## config.mk

```make
export PLATFORM = sky130hd
export DESIGN_NAME = dtq_ctrl
export DESIGN_NICKNAME = d
export VERILOG_FILES = /design/src/sv/dtq_pkg.sv /design/src/sv/dtq_ctrl.sv
export SDC_FILE = /design/constraint.sdc
export NUM_CORES = 1
export LEC_CHECK = 0
export BUFFER_PORTS_ARGS = -buffer_cell sky130_fd_sc_hd__buf_2
export CORE_AREA = 2 2 39 41
export DETAILED_ROUTE_END_ITERATION = 10
export DIE_AREA = 0 0 41 43
export PLACE_DENSITY_LB_ADDON = 0.25
export SLEW_MARGIN = 20
export SYNTH_ARGS = -nofsm -noshare
export SYNTH_HDL_FRONTEND = slang
export SYNTH_SLANG_ARGS = --single-unit
export TNS_END_PERCENT = 1
```

## constraint.sdc

```tcl
create_clock -name clk -period 1.3 [get_ports clk]
set_input_delay 0.195 -clock clk [delete_from_list [all_inputs] [get_ports clk]]
set_output_delay 0.195 -clock clk [all_outputs]
set_load 0.03 [all_outputs]
```

## src/sv/dtq_pkg.sv

```systemverilog
package dtq_pkg;

	localparam int DEPTH     = 128;
	localparam int TIME_BITS = 48;
	localparam int SIZE_BITS = 16;

	localparam int PTR_W   = (DEPTH > 1) ? $clog2(DEPTH) : 1;
	localparam int CNT_W   = $clog2(DEPTH + 1);
	localparam int OCC_W   = SIZE_BITS + $clog2(DEPTH);
	localparam int LIMIT_W = 8;
	localparam int BT_W    = 16;
	localparam int SPAN_W  = SIZE_BITS + BT_W;
	localparam int LOSTP_W = 32;
	localparam int LOSTB_W = 48;
	localparam int CMP_W   = (LIMIT_W > CNT_W) ? LIMIT_W + 1 : CNT_W + 1;

	localparam int CFG_IDX_W  = 8;
	localparam int CFG_DATA_W = 16;

	localparam logic [CFG_IDX_W-1:0] CFG_QUEUE_LIMIT = CFG_IDX_W'(0);
	localparam logic [CFG_IDX_W-1:0] CFG_BYTE_TIME   = CFG_IDX_W'(1);

	localparam logic [LIMIT_W-1:0] QUEUE_LIMIT_RST = LIMIT_W'(128);
	localparam logic [BT_W-1:0]    BYTE_TIME_RST   = BT_W'(1600);

	typedef enum logic [2:0] {
		ST_IDLE,
		ST_CHECK,
		ST_MUL,
		ST_ADD,
		ST_DROP,
		ST_PEAK,
		ST_EMIT
	} dtq_state_t;

	typedef struct packed {
		logic capture;
		logic retire;
		logic mul;
		logic add;
		logic drop;
		logic peak;
		logic load_out;
	} dtq_cmd_t;

	typedef struct packed {
		logic can_retire;
		logic has_room;
	} dtq_sts_t;

	typedef struct packed {
		logic                 accepted;
		logic [TIME_BITS-1:0] queue_delay;
		logic [CNT_W-1:0]     departed;
		logic [CNT_W-1:0]     occupancy_packets;
		logic [OCC_W-1:0]     occupancy_bytes;
		logic [CNT_W-1:0]     peak_packets;
		logic [OCC_W-1:0]     peak_bytes;
		logic [LOSTP_W-1:0]   lost_pkts;
		logic [LOSTB_W-1:0]   lost_bytes;
	} dtq_result_t;

endpackage

```

## src/sv/dtq_ctrl.sv

```systemverilog
module dtq_ctrl (
	input  logic              clk,
	input  logic              arst_n,
	input  logic              in_valid,
	output logic              in_ready,
	output logic              out_valid,
	input  logic              out_ready,
	input  dtq_pkg::dtq_sts_t sts,
	output dtq_pkg::dtq_cmd_t cmd
);
	import dtq_pkg::*;

	dtq_state_t state_q;
	dtq_state_t state_d;
	logic       out_valid_q;

	always_ff @(posedge clk or negedge arst_n) begin
		if (!arst_n) begin
			state_q     <= ST_IDLE;
			out_valid_q <= 1'b0;
		end else begin
			state_q <= state_d;
			if (cmd.load_out) begin
				out_valid_q <= 1'b1;
			end else if (out_ready) begin
				out_valid_q <= 1'b0;
			end
		end
	end

	always_comb begin
		state_d  = state_q;
		cmd      = '0;
		in_ready = 1'b0;
		unique case (state_q)
			ST_IDLE: begin
				in_ready = 1'b1;
				if (in_valid) begin
					cmd.capture = 1'b1;
					state_d     = ST_CHECK;
				end
			end
			ST_CHECK: begin
				if (sts.can_retire) begin
					cmd.retire = 1'b1;
				end else if (sts.has_room) begin
					state_d = ST_MUL;
				end else begin
					state_d = ST_DROP;
				end
			end
			ST_MUL: begin
				cmd.mul = 1'b1;
				state_d = ST_ADD;
			end
			ST_ADD: begin
				cmd.add = 1'b1;
				state_d = ST_PEAK;
			end
			ST_DROP: begin
				cmd.drop = 1'b1;
				state_d  = ST_PEAK;
			end
			ST_PEAK: begin
				cmd.peak = 1'b1;
				state_d  = ST_EMIT;
			end
			ST_EMIT: begin
				if (!out_valid_q || out_ready) begin
					cmd.load_out = 1'b1;
					state_d      = ST_IDLE;
				end
			end
			default: begin
				state_d = ST_IDLE;
			end
		endcase
	end

	assign out_valid = out_valid_q;

`ifndef NO_ASSERTIONS
	a_accept_to_check: assert property (@(posedge clk) disable iff (!arst_n)
		in_valid && in_ready |=> state_q == ST_CHECK)
		else $error("accepted item did not enter retire check");
	a_no_overwrite: assert property (@(posedge clk) disable iff (!arst_n)
		cmd.load_out |-> !out_valid_q || out_ready)
		else $error("result register overwritten while held");
	a_one_action: assert property (@(posedge clk) disable iff (!arst_n)
		$onehot0({cmd.retire, cmd.add, cmd.drop, cmd.peak}))
		else $error("conflicting datapath commands");
`endif

endmodule

```

==> flow_metrics.tcl <==
set metrics [dict create \
    crit_path_end_kind "output port" \
    max_slew_margin_pct 88.66 \
    peakVddDrop_mv 0.9404 \
    fill_cells 155 \
    grt_pass1_vias 284 \
    yosys.area.top_type "dfrtp_1" \
    fin_ws_ns -0.06454 \
    drive_gt1_share_pct 61.11 \
    syn_avg_cell_area_sq_um 9.032 \
    dieWidth_um 41 \
    ys_types 20 \
    fmax_mhz 732.8 \
    overflow 0 \
    io_pins 15 \
    period_minus_slack_ns 1.365 \
    fin_cells 70 \
    die_h_um 43 \
    clk_latency_ns 0.24 \
    core_sq_um 1384 \
    antenna_found_initial 0 \
    cts_tree "done" \
    worstPathArrival_ns 1.17 \
    ys.flop_type "dfrtp_1" \
    required_ns 1.11 \
    portBuffers 14 \
    ant_nets 0 \
    hold_class "in -> async" \
    gp_congestion 0.6903 \
    grt_util_all_layers_pct 10.99 \
    status "complete, but fails checks" \
    drtIter0Drc 4 \
    vias_per_cell 4.500 \
    synthToLayoutAreaGrowth_pct 65.37 \
    clock-sinks 4 \
    dr.pass1.iters 2 \
    power.density_nw_per_um2 2719 \
    synthDominantCellAreaShare_pct 34.63 \
    drc 0 \
    antennaDiodeCount 0 \
    synthTopCellsByArea "dfrtp_1, buf_6, a21oi_1, nand2b_1, nor3_4" \
    wl_per_cell_um 11.34 \
    dieArea_sq_um 1763 \
    clk_pin_slew_ns 0.04 \
    fin_nets 62 \
    grt_setup_unrepaired "true" \
    violations "negative setup slack" \
    wl_um 794 \
    fin_skew_ns 0.004844 \
    drv_cap 0 \
    timing.final.crit_share_pct 105.0 \
    cts_buffers 3 \
    rows 14 \
    cts_buffer_depth 2 \
    synth_edf_count 0 \
    syn_area_sq_um 289.0 \
    grt_pass1_wl_mm 1.262 \
    synthCells 32 \
    synth-async-reset-ratio_pct 100.0 \
    hold_ws_ns 0.2941 \
    htreeDepth 1 \
    p_leak_nw 0.2404 \
    synth_seq_cells 4 \
    setup-violations-final 7 \
    dp_cells 61 \
    cts-root-buf "clkbuf_4" \
    maxSlewViolCount 0 \
    yosysWarnings 0 \
    worst_pin_slew_ns 0.1684 \
    finalHoldViolCount 0 \
    num_vias 315 \
    hpwl_um 488.1 \
    path_class "reg -> out" \
    synth_nets 38 \
    r2r_slack_ns 0.17 \
    critPathMaxFanout 7 \
    start_kind "register" \
    synthTopCellsByCount "a21oi_1, dfrtp_1, nand2b_1, nor2_1" \
    grt_max_degree 10 \
    start_util_pct 20.89 \
    yosysSeqAreaShare_pct 34.63 \
]
## what timing repair did
| item | in CTS | in global routing |
|---|---|---|
| buffers inserted | 4 | 1 |
| endpoints found under the hold margin | 4 | 0 |
| resized for setup | 13 | 3 |
| gates cloned | 0 | 0 |
| pin swaps | 1 | 2 |
| hold buffers | 1 | 0 |
| endpoints found under the setup margin | 8 | 8 |
## logic make-up (layout without fill, tap and decap cells)
kind of cell	count (synthesis)	after routing	share of synthesized area, %
flops	4	4	34.63
compound gates	9	9	17.75
buf+inv	4	26	11.69
mux	1	1	3.463
simple gates	14	14	32.47
## placed cells by master (no fill, tap or decap), types with 2 or more instances in the layout
master / synthesis / final
o21ai_0: 2 / 2
buf_4: 1 / 10
dfrtp_2: 0 / 2
a21oi_1: 4 / 4
nor2_1: 3 / 3
dfrtp_1: 4 / 2
buf_2: 0 / 8
nand2b_1: 3 / 2
buf_6: 2 / 3
clkbuf_4: 0 / 3
## state kept, by name, indices dropped and copies added, names as in the netlist
register / count
state_q: 3
out_valid: 1
## worst max-delay path, cell delays in order, from the launching register on
cell	delay, ns
dfrtp_2	0.46
nor3_4	0.20
and2_4	0.16
buf_6	0.12
## where the power goes
part	total [mW]	switching, mW	internal, mW
Combinational	0.872	0.472	0.400
Clock	0.153	0.0496	0.103
Sequential	0.275	0.0849	0.190
## final timing paths
check                                        from                endpoint  cells after the start
hold reg to reg             out_valid$_DFFE_PN0P_   out_valid$_DFFE_PN0P_                      2
max in group asynchronous                  arst_n  state_q[1]$_DFFE_PN0P_                      2
setup / recovery           state_q[2]$_DFFE_PN0P_                  cmd[6]                      3
min in group clk                         in_valid  state_q[0]$_DFFE_PN0P_                      3
hold / removal                             arst_n  state_q[2]$_DFFE_PN0P_                      2
setup reg to reg           state_q[1]$_DFFE_PN0P_  state_q[0]$_DFFE_PN0P_                      5
## per-stage QoR
stage | utilization, % | total power [mW] | worst slack [ns] | TNS (ns) | instance area [sq um]
floorplan | - | 0.8231 | -0.1059 | -0.1969 | 294.0
global placement | 26.67 | 0.9488 | 0.04256 | 0 | 369.1
detailed placement | 26.67 | 0.9374 | 0.02965 | 0 | 369.1
CTS | 33.63 | 1.266 | -0.08013 | -0.3450 | 465.4
global route | 34.54 | 1.393 | -0.1171 | -0.6998 | 478.0
finish | 34.54 | 1.300 | -0.06454 | -0.2789 | 478.0
## area by class of cell
class,count,area (sq um),area share [%]
Multi-Input combinational cell,24,170.2,35.60
Tap cell,16,20.02,4.188
Timing Repair Buffer,22,158.9,33.25
Inverter,1,3.754,0.7853
Clock buffer,3,22.52,4.712
Sequential cell,4,102.6,21.47
## per-layer routing
metal / global-route usage (%) / vias to the layer above / routed length (um)
met5: 0 / - / 0
met4: 2.000 / 0 / 0
met3: 8.901 / 0 / 73
met2: 15.31 / 15 / 406
met1: 13.03 / 145 / 315
li1: - / 155 / -
Note: power is estimated with default switching activity, not from simulation.
